File: config.mk
export PLATFORM = sky130hd
export DESIGN_NAME = at_frame_parser_with_sum_check
export DESIGN_NICKNAME = d
export VERILOG_FILES = /design/src/rtl/atfp_pkg.sv /design/src/rtl/atfp_core.sv /design/src/rtl/atfp_out_stage.sv /design/src/rtl/at_frame_parser_with_sum_check.sv
export SDC_FILE = /design/constraint.sdc
export NUM_CORES = 1
export LEC_CHECK = 0
export ABC_AREA = 1
export BUFFER_PORTS_ARGS = -buffer_cell sky130_fd_sc_hd__buf_2
export CORE_MARGIN = 3
export CORE_UTILIZATION = 50
export DETAILED_ROUTE_END_ITERATION = 10
export GPL_TIMING_DRIVEN = 1
export PLACE_DENSITY = 0.69
export SYNTH_ARGS = -nofsm -noshare
export SYNTH_HDL_FRONTEND = slang
export SYNTH_HIERARCHICAL = 1
export SYNTH_SLANG_ARGS = --single-unit
File: constraint.sdc
create_clock -name i_clk -period 10 [get_ports i_clk]
set_input_delay 1 -clock i_clk [delete_from_list [all_inputs] [get_ports i_clk]]
set_output_delay 1 -clock i_clk [all_outputs]
set_load 0.03 [all_outputs]
File: src/rtl/atfp_pkg.sv
// Package for the AT frame parser: transfer payload structs, result kinds
// and configuration register indexes. No dependencies.
package atfp_pkg;

    localparam logic [7:0]  CHAR_A       = 8'h41;
    localparam logic [7:0]  CHAR_T       = 8'h54;
    localparam logic [15:0] SUM_SEED_RST = 16'hAB34;
    localparam logic [15:0] TIMEOUT_RST  = 16'd225;
    localparam logic [15:0] TICKS_MAX    = 16'hFFFF;

    typedef enum logic {
        KIND_BYTE = 1'b0,
        KIND_TICK = 1'b1
    } t_in_kind;

    typedef enum logic [2:0] {
        RK_HEADER  = 3'd0,
        RK_DATA    = 3'd1,
        RK_GOOD    = 3'd2,
        RK_BAD     = 3'd3,
        RK_ABANDON = 3'd4
    } t_result_kind;

    typedef enum logic {
        CFG_SUM_SEED      = 1'b0,
        CFG_FRAME_TIMEOUT = 1'b1
    } t_cfg_index;

    typedef struct packed {
        logic       kind;
        logic [7:0] byte_value;
    } t_in_item;

    typedef struct packed {
        logic [2:0]  result_kind;
        logic [7:0]  command_code;
        logic [31:0] frame_length;
        logic [7:0]  data_value;
        logic [31:0] data_index;
        logic        last_data;
    } t_out_item;

endpackage

File: src/rtl/atfp_core.sv
// Frame state machine, checksum, length and timeout counters of the AT frame parser.
// Produces at most one result per accepted item. Depends on atfp_pkg.
module atfp_core (
    input  logic               i_clk,
    input  logic               i_rst_n,
    input  logic               i_cfg_we,
    input  logic               i_cfg_index,
    input  logic [15:0]        i_cfg_data,
    input  logic               i_take,
    input  atfp_pkg::t_in_item i_item,
    output logic               o_res_valid,
    output atfp_pkg::t_out_item o_res
);

    typedef enum logic [2:0] {
        PH_WAIT_A,
        PH_WAIT_T,
        PH_WAIT_CMD,
        PH_WAIT_LEN,
        PH_WAIT_DATA,
        PH_WAIT_SUMH,
        PH_WAIT_SUML
    } t_phase;

    t_phase      r_phase, n_phase;
    logic [15:0] r_sum, n_sum;
    logic [31:0] r_len, n_len;
    logic [1:0]  r_len_cnt, n_len_cnt;
    logic [31:0] r_data_cnt, n_data_cnt;
    logic [7:0]  r_cmd, n_cmd;
    logic [15:0] r_ticks, n_ticks;
    logic [15:0] r_sum_seed;
    logic [15:0] r_timeout;

    logic [7:0]  b;
    logic [31:0] data_cnt_inc;

    assign b            = i_item.byte_value;
    assign data_cnt_inc = r_data_cnt + 32'd1;

    always_comb begin
        n_phase     = r_phase;
        n_sum       = r_sum;
        n_len       = r_len;
        n_len_cnt   = r_len_cnt;
        n_data_cnt  = r_data_cnt;
        n_cmd       = r_cmd;
        n_ticks     = r_ticks;
        o_res_valid = 1'b0;
        o_res       = '0;
        if (i_item.kind == atfp_pkg::KIND_TICK) begin
            if (r_phase != PH_WAIT_A) begin
                if (r_ticks != atfp_pkg::TICKS_MAX) begin
                    n_ticks = r_ticks + 16'd1;
                end
                if (n_ticks >= r_timeout) begin
                    n_phase     = PH_WAIT_A;
                    o_res_valid = 1'b1;
                    o_res.result_kind = atfp_pkg::RK_ABANDON;
                end
            end
        end else begin
            unique case (r_phase)
                PH_WAIT_A: begin
                    if (b == atfp_pkg::CHAR_A) begin
                        n_phase = PH_WAIT_T;
                        n_ticks = '0;
                    end
                end
                PH_WAIT_T: begin
                    if (b == atfp_pkg::CHAR_T) begin
                        n_phase    = PH_WAIT_CMD;
                        n_sum      = r_sum_seed;
                        n_len      = '0;
                        n_data_cnt = '0;
                        n_cmd      = '0;
                    end else begin
                        n_phase = PH_WAIT_A;
                    end
                end
                PH_WAIT_CMD: begin
                    n_cmd     = b;
                    n_sum     = r_sum + {8'd0, b};
                    n_len_cnt = '0;
                    n_phase   = PH_WAIT_LEN;
                end
                PH_WAIT_LEN: begin
                    n_sum     = r_sum + {8'd0, b};
                    n_len     = {r_len[23:0], b};
                    n_len_cnt = r_len_cnt + 2'd1;
                    if (r_len_cnt == 2'd3) begin
                        n_phase     = (n_len != '0) ? PH_WAIT_DATA : PH_WAIT_SUMH;
                        o_res_valid = 1'b1;
                        o_res.result_kind = atfp_pkg::RK_HEADER;
                    end
                end
                PH_WAIT_DATA: begin
                    n_sum      = r_sum + {8'd0, b};
                    n_data_cnt = data_cnt_inc;
                    if (data_cnt_inc == r_len) begin
                        n_phase = PH_WAIT_SUMH;
                    end
                    o_res_valid      = 1'b1;
                    o_res.result_kind = atfp_pkg::RK_DATA;
                    o_res.data_value = b;
                    o_res.data_index = r_data_cnt;
                    o_res.last_data  = (data_cnt_inc == r_len);
                end
                PH_WAIT_SUMH: begin
                    n_sum   = r_sum - {b, 8'd0};
                    n_phase = PH_WAIT_SUML;
                end
                PH_WAIT_SUML: begin
                    n_sum       = r_sum - {8'd0, b};
                    n_phase     = PH_WAIT_A;
                    o_res_valid = 1'b1;
                    o_res.result_kind = (n_sum == '0) ? atfp_pkg::RK_GOOD : atfp_pkg::RK_BAD;
                end
                default: begin
                    n_phase = PH_WAIT_A;
                end
            endcase
        end
        o_res.command_code = n_cmd;
        o_res.frame_length = n_len;
        o_res_valid        = o_res_valid & i_take;
    end

    always_ff @(posedge i_clk) begin
        if (!i_rst_n) begin
            r_phase    <= PH_WAIT_A;
            r_sum      <= atfp_pkg::SUM_SEED_RST;
            r_len      <= '0;
            r_len_cnt  <= '0;
            r_data_cnt <= '0;
            r_cmd      <= '0;
            r_ticks    <= '0;
            r_sum_seed <= atfp_pkg::SUM_SEED_RST;
            r_timeout  <= atfp_pkg::TIMEOUT_RST;
        end else begin
            if (i_take) begin
                r_phase    <= n_phase;
                r_sum      <= n_sum;
                r_len      <= n_len;
                r_len_cnt  <= n_len_cnt;
                r_data_cnt <= n_data_cnt;
                r_cmd      <= n_cmd;
                r_ticks    <= n_ticks;
            end
            if (i_cfg_we) begin
                unique case (i_cfg_index)
                    atfp_pkg::CFG_SUM_SEED:      r_sum_seed <= i_cfg_data;
                    atfp_pkg::CFG_FRAME_TIMEOUT: r_timeout  <= i_cfg_data;
                    default:                     r_timeout  <= r_timeout;
                endcase
            end
        end
    end

    a_header_on_last_len: assert property (@(posedge i_clk) disable iff (!i_rst_n)
        o_res_valid && o_res.result_kind == atfp_pkg::RK_HEADER
            |-> r_phase == PH_WAIT_LEN && r_len_cnt == 2'd3)
        else $error("header result issued before the last length byte");

    a_data_in_range: assert property (@(posedge i_clk) disable iff (!i_rst_n)
        r_phase == PH_WAIT_DATA |-> r_data_cnt < r_len)
        else $error("data count reached declared length inside the data phase");

    a_abandon_busy: assert property (@(posedge i_clk) disable iff (!i_rst_n)
        o_res_valid && o_res.result_kind == atfp_pkg::RK_ABANDON |-> r_phase != PH_WAIT_A)
        else $error("abandon result issued while idle");

endmodule

File: src/rtl/atfp_out_stage.sv
// Result register with a skid entry for the AT frame parser output channel.
// Registers the upstream stall so the two channels are decoupled. Depends on atfp_pkg.
module atfp_out_stage (
    input  logic                i_clk,
    input  logic                i_rst_n,
    input  logic                i_push,
    input  atfp_pkg::t_out_item i_data,
    output logic                o_full,
    output logic                o_valid,
    output atfp_pkg::t_out_item o_data,
    input  logic                i_stall
);

    logic                r_out_valid;
    logic                r_skid_valid;
    atfp_pkg::t_out_item r_out;
    atfp_pkg::t_out_item r_skid;
    logic                drain;

    assign drain   = r_out_valid && !i_stall;
    assign o_full  = r_skid_valid;
    assign o_valid = r_out_valid;
    assign o_data  = r_out;

    always_ff @(posedge i_clk) begin
        if (!i_rst_n) begin
            r_out_valid  <= 1'b0;
            r_skid_valid <= 1'b0;
        end else begin
            if (drain) begin
                if (r_skid_valid) begin
                    r_out_valid  <= 1'b1;
                    r_skid_valid <= 1'b0;
                end else begin
                    r_out_valid <= i_push;
                end
            end else if (!r_out_valid) begin
                r_out_valid <= i_push;
            end else if (i_push) begin
                r_skid_valid <= 1'b1;
            end
        end
    end

    always_ff @(posedge i_clk) begin
        if (drain) begin
            if (r_skid_valid) begin
                r_out <= r_skid;
            end else if (i_push) begin
                r_out <= i_data;
            end
        end else if (!r_out_valid) begin
            if (i_push) begin
                r_out <= i_data;
            end
        end else if (i_push) begin
            r_skid <= i_data;
        end
    end

    a_skid_behind_out: assert property (@(posedge i_clk) disable iff (!i_rst_n)
        r_skid_valid |-> r_out_valid)
        else $error("skid entry held while output register empty");

    a_hold_on_stall: assert property (@(posedge i_clk) disable iff (!i_rst_n)
        r_out_valid && i_stall |=> r_out_valid)
        else $error("stalled result dropped");

    a_skid_moves_up: assert property (@(posedge i_clk) disable iff (!i_rst_n)
        r_skid_valid && !i_stall |=> r_out_valid && !r_skid_valid)
        else $error("skid entry not moved into output register");

endmodule

File: src/rtl/at_frame_parser_with_sum_check.sv
// Top level of the AT frame parser with 16-bit sum check.
// Instantiates atfp_core and atfp_out_stage; depends on atfp_pkg.
//
// Input channel: i_in_valid, o_in_stall, i_in_item carry bytes and millisecond ticks.
// A transfer takes place at a clock edge with valid high and stall low.
// Output channel: o_out_valid, i_out_stall, o_out_item carry header, data, good, bad
// and abandon results; items that produce no result produce no output transfer.
// Configuration: i_cfg_we with i_cfg_index and i_cfg_data writes the sum seed (index 0)
// or the frame timeout (index 1); write only while the block is idle.
// Throughput is one input item per cycle while o_in_stall is low; the parser state
// updates in the cycle an item is transferred, and its result is registered.
// The result register has a one-entry skid stage: o_in_stall rises only when the
// receiver stalls while both entries hold results, and drops once one drains.
// Reset (i_rst_n low at a clock edge) returns to waiting for 'A', empties the output
// and restores the register defaults (seed 0xAB34, timeout 225 ticks).
module at_frame_parser_with_sum_check (
    input  logic                i_clk,
    input  logic                i_rst_n,
    input  logic                i_cfg_we,
    input  logic                i_cfg_index,
    input  logic [15:0]         i_cfg_data,
    input  logic                i_in_valid,
    output logic                o_in_stall,
    input  atfp_pkg::t_in_item  i_in_item,
    output logic                o_out_valid,
    input  logic                i_out_stall,
    output atfp_pkg::t_out_item o_out_item
);

    logic                take;
    logic                res_valid;
    atfp_pkg::t_out_item res;
    logic                full;

    assign o_in_stall = full;
    assign take       = i_in_valid && !full;

    atfp_core u_core (
        .i_clk       (i_clk),
        .i_rst_n     (i_rst_n),
        .i_cfg_we    (i_cfg_we),
        .i_cfg_index (i_cfg_index),
        .i_cfg_data  (i_cfg_data),
        .i_take      (take),
        .i_item      (i_in_item),
        .o_res_valid (res_valid),
        .o_res       (res)
    );

    atfp_out_stage u_out (
        .i_clk   (i_clk),
        .i_rst_n (i_rst_n),
        .i_push  (res_valid),
        .i_data  (res),
        .o_full  (full),
        .o_valid (o_out_valid),
        .o_data  (o_out_item),
        .i_stall (i_out_stall)
    );

endmodule

==> impl_metrics.env, run 1 <==
export IMPL_async_flop_share=0
export IMPL_ys_warn_count=6
export IMPL_rr_startpoint="u_core/r_ticks[1]"
export IMPL_netlist_area_sq_mm=0.0173
export IMPL_end_kind="flop"
export IMPL_rr_worst_depth=23
export IMPL_ys_seq_area_frac=0.457
export IMPL_grt_pass1_wl_mm=76.9
export IMPL_worstMarginPinSlew_ns=1.19
export IMPL_cpPeakStageDelay_ns=0.76
export IMPL_routed_wl_mm=48.0
export IMPL_hold_end="u_core/r_sum_seed[8]"
export IMPL_h_tree_depth=2
export IMPL_ant_nets=0
export IMPL_crit_top_cell="nand2_1"
export IMPL_min_path_cells=2
export IMPL_cts_buffers=36
export IMPL_required_ns=10.14
export IMPL_slew_headroom=0.208
export IMPL_synth_top_family_by_area="simple AND/OR/NAND/NOR gates"
export IMPL_synth_xor_area_share=0.0142
export IMPL_leakage_nw=8.41
export IMPL_core_area_sq_mm=0.0338
export IMPL_num_rows=67
export IMPL_grt_max_degree=95
export IMPL_nets=2521
export IMPL_insertion_delay_ns=0.52
export IMPL_cts_sinks=311
export IMPL_hp_start="u_core/r_sum_seed[8]"
export IMPL_holdCritPathClass="flop to flop"
export IMPL_ys_types=47
export IMPL_synth_seq_cells=311
export IMPL_crit_chain="ha_1 -> nand2_1 -> nor3_1 -> nand4_1 -> nor3_1 -> nor2_1 -> nand2_1 -> nor2_1 -> xor2_1 -> ha_1 -> nand2_1 -> nor2_1 -> nand2_1 -> o211ai_1 -> nand2_1 -> nand3_1 -> nand2_1 -> inv_1 -> nor2_1 -> a311oi_4 -> nand2_1 -> nor2_4 -> buf_4"
export IMPL_wl_per_cell_um=16.4
export IMPL_setup_viol=0
export IMPL_syn_nets=2445
export IMPL_place_hpwl_mm=33.8
export IMPL_post_cts_buffers=0
export IMPL_hold_slack_ns=0.465
export IMPL_die_h_um=192
export IMPL_start_util=0.512
export IMPL_post_route_min_period_ns=5.35
export IMPL_drive_gt1_frac=0.0845
export IMPL_critPathLaunchType="flop"
export IMPL_grt_pass1_vias=14829
export IMPL_rsz0062_at_grt="false"
export IMPL_total_power_w=0.00338
export IMPL_min_period_over_period=0.535
export IMPL_area_delta_synth_final_pct=11.4
export IMPL_die_area_sq_mm=0.0369
export IMPL_vias=15598
export IMPL_synthDominantCellAreaShare=0.292
export IMPL_regArea_sq_mm=0.00791
export IMPL_ys_flop_type="edfxtp_1"
export IMPL_first_pass_iters=5
export IMPL_nFillCells=3207
export IMPL_synth_compound_area_frac=0.130
export IMPL_layout_common_cells="nand2_1, inv_1, nor2_1"
export IMPL_final_max_slew_violation_count=0
export IMPL_cts_tree="built"
export IMPL_multi_input_area_sq_mm=0.00772
export IMPL_maxCapViolations=0
export IMPL_portBuffers=116
export IMPL_syn_avg_cell_area_sq_um=7.30
export IMPL_clock_path_buffers=3
export IMPL_r2r_slack_ns=4.65
export IMPL_muxShareOfSynthArea=0
export IMPL_crit_path_top_delay_cell="nor2_4"
export IMPL_cts_repair_resized=0
export IMPL_rr_endpoint="u_out/r_skid[19]"
export IMPL_placed_cell_area_sq_mm=0.0181
export IMPL_grt_ovfl_total=0
export IMPL_die_w_um=192
export IMPL_synthSimpleGateAreaFrac=0.265
export IMPL_fin_skew_ns=0.0114
export IMPL_synth_area_top_cells="edfxtp_1, dfxtp_1, nand2_1, inv_1, a21oi_1"
export IMPL_timing_fmax_ghz=0.187
export IMPL_ctsRootBufferMaster="clkbuf_16"
export IMPL_worst_setup_path_type="flop to flop"
export IMPL_diodes=0
export IMPL_final_common_cell="nand2_1"
export IMPL_postCtsHoldBufs=0
export IMPL_synth_edf_count=168
export IMPL_drt_iter0_markers=1226
export IMPL_power_density_mw_per_mm2=175
export IMPL_finalHoldViolations=0
export IMPL_drc_errors=0
export IMPL_routed_via_density=5.34
export IMPL_setup_tns_ns=0
export IMPL_routabilityCongestion=0.991
export IMPL_antenna_found_initial=0
export IMPL_ios=117
export IMPL_yosysTopAreaCell="edfxtp_1"
export IMPL_cp_max_fo=53
export IMPL_cts_clk_slew_worst_paths_ns=0.06
export IMPL_postSynthCellCount=2369
export IMPL_grt_use_total=0.259
export IMPL_arrival_ns=5.48
export IMPL_ir_worst_vdd_uv=133
export IMPL_stdcell_area_sq_mm=0.0193
export IMPL_status="finished, final reports clean"
export IMPL_synth_adder_area_share=0.0338
-- cell type report --
type                       instances  area share
inverter                         336      0.0655
multi-input combinational       1629       0.401
tap                              448      0.0291
clock inverter                    15     0.00455
clock buffer                      51      0.0540
sequential                       311       0.410
timing repair buffer             131      0.0360
-- report_power, final --
part | internal, W | total (W) | switching (W)
clock | 0.000731 | 0.00125 | 0.000521
combinational | 0.000170 | 0.000603 | 0.000433
sequential | 0.00146 | 0.00152 | 0.0000614
-- cell usage after synthesis (all sizes together), types with 3 or more instances --
| library cell | instances |
|---|---|
| o211ai | 8 |
| nor3 | 17 |
| edfxtp | 168 |
| fa | 3 |
| buf | 34 |
| nand2 | 746 |
| nor2 | 219 |
| nor3b | 7 |
| xor2 | 18 |
| inv | 336 |
| o22ai | 41 |
| xnor2 | 5 |
| nand4 | 23 |
| ha | 42 |
| o21ai | 188 |
| clkbuf | 59 |
| nor4 | 3 |
| a32oi | 3 |
| a31oi | 6 |
| a21oi | 164 |
| nand3 | 115 |
| nand3b | 3 |
| dfxtp | 143 |
-- worst max path at each step --
stage | endpoint | cells after the start | slack [ns] | from
5_1_grt | u_out/o_data[79] | 22 | 4.15 | u_core/r_ticks[3]
2_1_floorplan | u_out/r_skid[0] | 22 | 2.76 | u_core/r_ticks[3]
3_3_place_gp | u_out/o_data[50] | 22 | 4.92 | u_core/r_ticks[3]
4_1_cts | u_out/r_skid[12] | 23 | 4.70 | u_core/r_ticks[1]
6_report | u_out/r_skid[19] | 23 | 4.65 | u_core/r_ticks[1]
3_5_place_dp | u_out/o_data[44] | 25 | 4.72 | u_core/r_ticks[1]
-- per-stage QoR --
step	util	instances	worst slack, ns
after detailed placement	0.537	2855	4.72
after CTS	0.570	2921	4.70
final	0.570	2921	4.65
after global routing	0.570	2921	4.15
after global placement	0.537	2855	4.92
after floorplan	-	2369	2.76
-- cell families after synthesis --
family,count (synthesis)
simple gates,1136
buf+inv,429
compound gates,423
flops,311
fa+ha+maj,45
xor+xnor,25
-- metal layers --
layer	global-route usage	wire [um]	vias to the layer above
met3	0.0283	2600	97
met1	0.343	21100	7175
met2	0.441	22800	501
met5	0	0	-
li1	-	-	7825
met4	0.0894	1500	0
-- registers in the layout (all words and copies together) (netlist names) --
name and flops:
u_core/r_len_cnt 2, u_core/r_timeout 16, u_core/r_data_cnt 32, u_out/o_valid 1
u_core/r_len 32, u_core/r_sum 16, u_out/o_full 1, u_core/r_cmd 8
u_core/r_sum_seed 16, u_out/r_skid 84, u_core/r_phase 3, u_core/r_ticks 16
u_out/o_data 84
-- critical path: cells and delay by family, from the launching register on --
kind / cells / cell delay (ns)
compound gates: 2 / 0.32
xor+xnor: 1 / 0.16
fa+ha+maj: 2 / 0.49
buf+inv: 2 / 0.81
flops: 1 / 0.36
simple gates: 16 / 2.76
(Power assumes the default switching activity.)
==> run 2: changes to the inputs <==
--- a/config.mk
+++ b/config.mk
@@ -11,7 +11,7 @@
 export CORE_UTILIZATION = 50
 export DETAILED_ROUTE_END_ITERATION = 10
 export GPL_TIMING_DRIVEN = 1
-export PLACE_DENSITY = 0.69
+export PLACE_DENSITY = 0.72
 export SYNTH_ARGS = -nofsm -noshare
 export SYNTH_HDL_FRONTEND = slang
 export SYNTH_HIERARCHICAL = 1
==> constraint.sdc (replaced) <==
create_clock -name i_clk -period 4.6 [get_ports i_clk]
set_input_delay 0.46 -clock i_clk [delete_from_list [all_inputs] [get_ports i_clk]]
set_output_delay 0.46 -clock i_clk [all_outputs]
set_load 0.03 [all_outputs]
==> run 2 against run 1 <==
First-iteration DRC count up 6.6%. Count of clock-buffer cells in the layout down 1. Critical endpoint is now u_out/r_skid[68]. Utilization up 0.65 points. Die area unchanged. Global-route usage down 0.51 points. Via count up 1.6%. Critical path type unchanged. Hold slack worse by 0.29 ns.
==> impl_metrics.env, run 2 (synthesized netlist as in run 1, its figures left out) <==
export IMPL_maxCapViolations=0
export IMPL_crit_buf_inv=4
export IMPL_drc_errors=0
export IMPL_h_tree_depth=2
export IMPL_end_kind="flop"
export IMPL_multi_input_area_sq_mm=0.00778
export IMPL_antenna_found_initial=1
export IMPL_power_density_mw_per_mm2=388
export IMPL_cts_sinks=311
export IMPL_critical_path_top_delay_family="simple AND/OR/NAND/NOR gates"
export IMPL_layout_common_cells="nand2_1, inv_1, nor2_1"
export IMPL_final_util=0.577
export IMPL_worstMarginPinSlew_ns=1.19
export IMPL_ir_worst_vdd_uv=274
export IMPL_grt_busiest_layer="met2"
export IMPL_critPathLaunchType="flop"
export IMPL_place_hpwl_mm=34.2
export IMPL_grt_use_total=0.253
export IMPL_final_common_cell="nand2_1"
export IMPL_grt_pass1_vias=14955
export IMPL_routed_wl_mm=47.5
export IMPL_cts_repair_resized=0
export IMPL_area_delta_synth_final_pct=12.6
export IMPL_grt_pass1_wl_mm=75.7
export IMPL_timing_fmax_ghz=0.235
export IMPL_clock_path_buffers=3
export IMPL_ctsRootBufferMaster="clkbuf_16"
export IMPL_grt_max_degree=88
export IMPL_die_w_um=192
export IMPL_arrival_ns=4.43
export IMPL_grt_ovfl_total=0
export IMPL_cts_buffers=36
export IMPL_ios=117
export IMPL_setup_viol=0
export IMPL_cts_clk_slew_worst_paths_ns=0.06
export IMPL_core_area_sq_mm=0.0338
export IMPL_slew_headroom=0.202
export IMPL_insertion_delay_ns=0.52
export IMPL_nFillCells=3207
export IMPL_met3_usage=0.0372
export IMPL_diodes=0
export IMPL_min_period_over_period=0.926
export IMPL_start_util=0.512
export IMPL_cts_tree="built"
export IMPL_final_max_slew_violation_count=0
export IMPL_crit_path_top_delay_cell="dfxtp_1"
export IMPL_wl_per_cell_um=16.2
export IMPL_leakage_nw=8.53
export IMPL_crit_top_cell="nand2_1"
export IMPL_finalHoldViolations=0
export IMPL_crit_chain="inv_1 -> nor3_1 -> nand4_1 -> nor3_2 -> nor2_1 -> nand2_1 -> nor2_1 -> xor2_1 -> ha_1 -> nand2_1 -> nor2_1 -> nand2_1 -> o211ai_1 -> nand2_1 -> nand3_1 -> nand2_1 -> inv_1 -> nor2_1 -> a311oi_4 -> buf_4 -> nand2_4 -> nor2_4 -> buf_4"
export IMPL_ant_nets=0
export IMPL_rsz0062_at_grt="false"
export IMPL_setup_tns_ns=0
export IMPL_die_area_sq_mm=0.0369
export IMPL_nets=2526
export IMPL_regArea_sq_mm=0.00791
export IMPL_vias=15844
export IMPL_first_pass_iters=6
export IMPL_die_h_um=192
export IMPL_cp_max_fo=26
export IMPL_status="finished, final reports clean"
export IMPL_fin_skew_ns=0.0161
export IMPL_drt_iter0_markers=1307
export IMPL_num_rows=67
export IMPL_portBuffers=116
export IMPL_use_met2=0.433
export IMPL_cpPeakStageDelay_ns=0.41
export IMPL_required_ns=4.77
export IMPL_post_route_min_period_ns=4.26
export IMPL_globalRouteMet1Util=0.328
export IMPL_routed_via_density=5.41
export IMPL_worst_setup_path_type="flop to flop"
export IMPL_drive_gt1_frac=0.0900
export IMPL_holdCritPathClass="input pin to flop"
export IMPL_routabilityCongestion=0.968
export IMPL_postCtsHoldBufs=0
-- run 2: changes by cell type in the layout (fill, tap and decap cells not counted), sizes merged --
cell	change
inv	-1
clkbuf	-1
buf	+5
clkinv	-1
clkinvlp	-1
bufinv	+4
-- run 2: worst register-to-register path: stages (launching register included) --
cell and delay, ns:
dfxtp_1 0.41, inv_1 0.13, nor3_1 0.34, nand4_1 0.20, nor3_2 0.24, nor2_1 0.12
nand2_1 0.09, nor2_1 0.05, xor2_1 0.15, ha_1 0.30, nand2_1 0.06, nor2_1 0.11
nand2_1 0.07, o211ai_1 0.09, nand2_1 0.07, nand3_1 0.16, nand2_1 0.07, inv_1 0.07
nor2_1 0.08, a311oi_4 0.31, buf_4 0.21, nand2_4 0.05, nor2_4 0.15, buf_4 0.38
-- run 2: power breakdown --
part	leakage [nW]	internal, W	switching (W)	total [W]
registers	2.90	0.00318	0.000136	0.00332
clock network	0.589	0.00178	0.00113	0.00291
logic	5.04	0.000375	0.000949	0.00132
-- run 2: per-layer routing --
layer,routed length (um),up-vias
li1,-,7838
met1,20400,7325
met2,22300,559
met3,3090,120
met4,1690,2
met5,18,-
-- run 2: cell type report --
class,instances,share of cell area
Sequential cell,311,0.406
Clock buffer,50,0.0523
Tap cell,448,0.0288
Timing Repair Buffer,136,0.0394
Inverter,336,0.0647
Multi-Input combinational cell,1629,0.399
Clock inverter,16,0.00982
-- run 2: worst paths after layout --
path                              from              endpoint  slack (ns)  depth (start not counted)
setup / recovery     u_core/r_ticks[3]      u_out/r_skid[68]        0.34                         23
hold / removal           i_cfg_data[0]   u_core/r_timeout[0]        0.18                          3
setup reg to reg     u_core/r_ticks[3]      u_out/r_skid[68]        0.34                         23
hold reg to reg   u_core/r_sum_seed[2]  u_core/r_sum_seed[2]        0.46                          2
-- run 2: through the flow --
stage | setup WS, ns | instance area [sq um] | hold WS, ns | instances | power, W
finish | 0.341 | 19500 | 0.176 | 2926 | 0.00755
global route | 0.0444 | 19500 | 0.180 | 2926 | 0.00789
detailed placement | 0.327 | 18300 | 0.447 | 2858 | 0.00469
global placement | 0.476 | 18300 | 0.444 | 2858 | 0.00465
floorplan | -0.186 | 17400 | 0.424 | 2369 | 0.00429
CTS | 0.305 | 19500 | 0.156 | 2924 | 0.00762
-- run 2: repair_timing --
| action | CTS | global route |
|---|---|---|
| setup endpoints to repair | 0 | 66 |
| hold endpoints to repair | 0 | 0 |
| setup buffers | 0 | 2 |
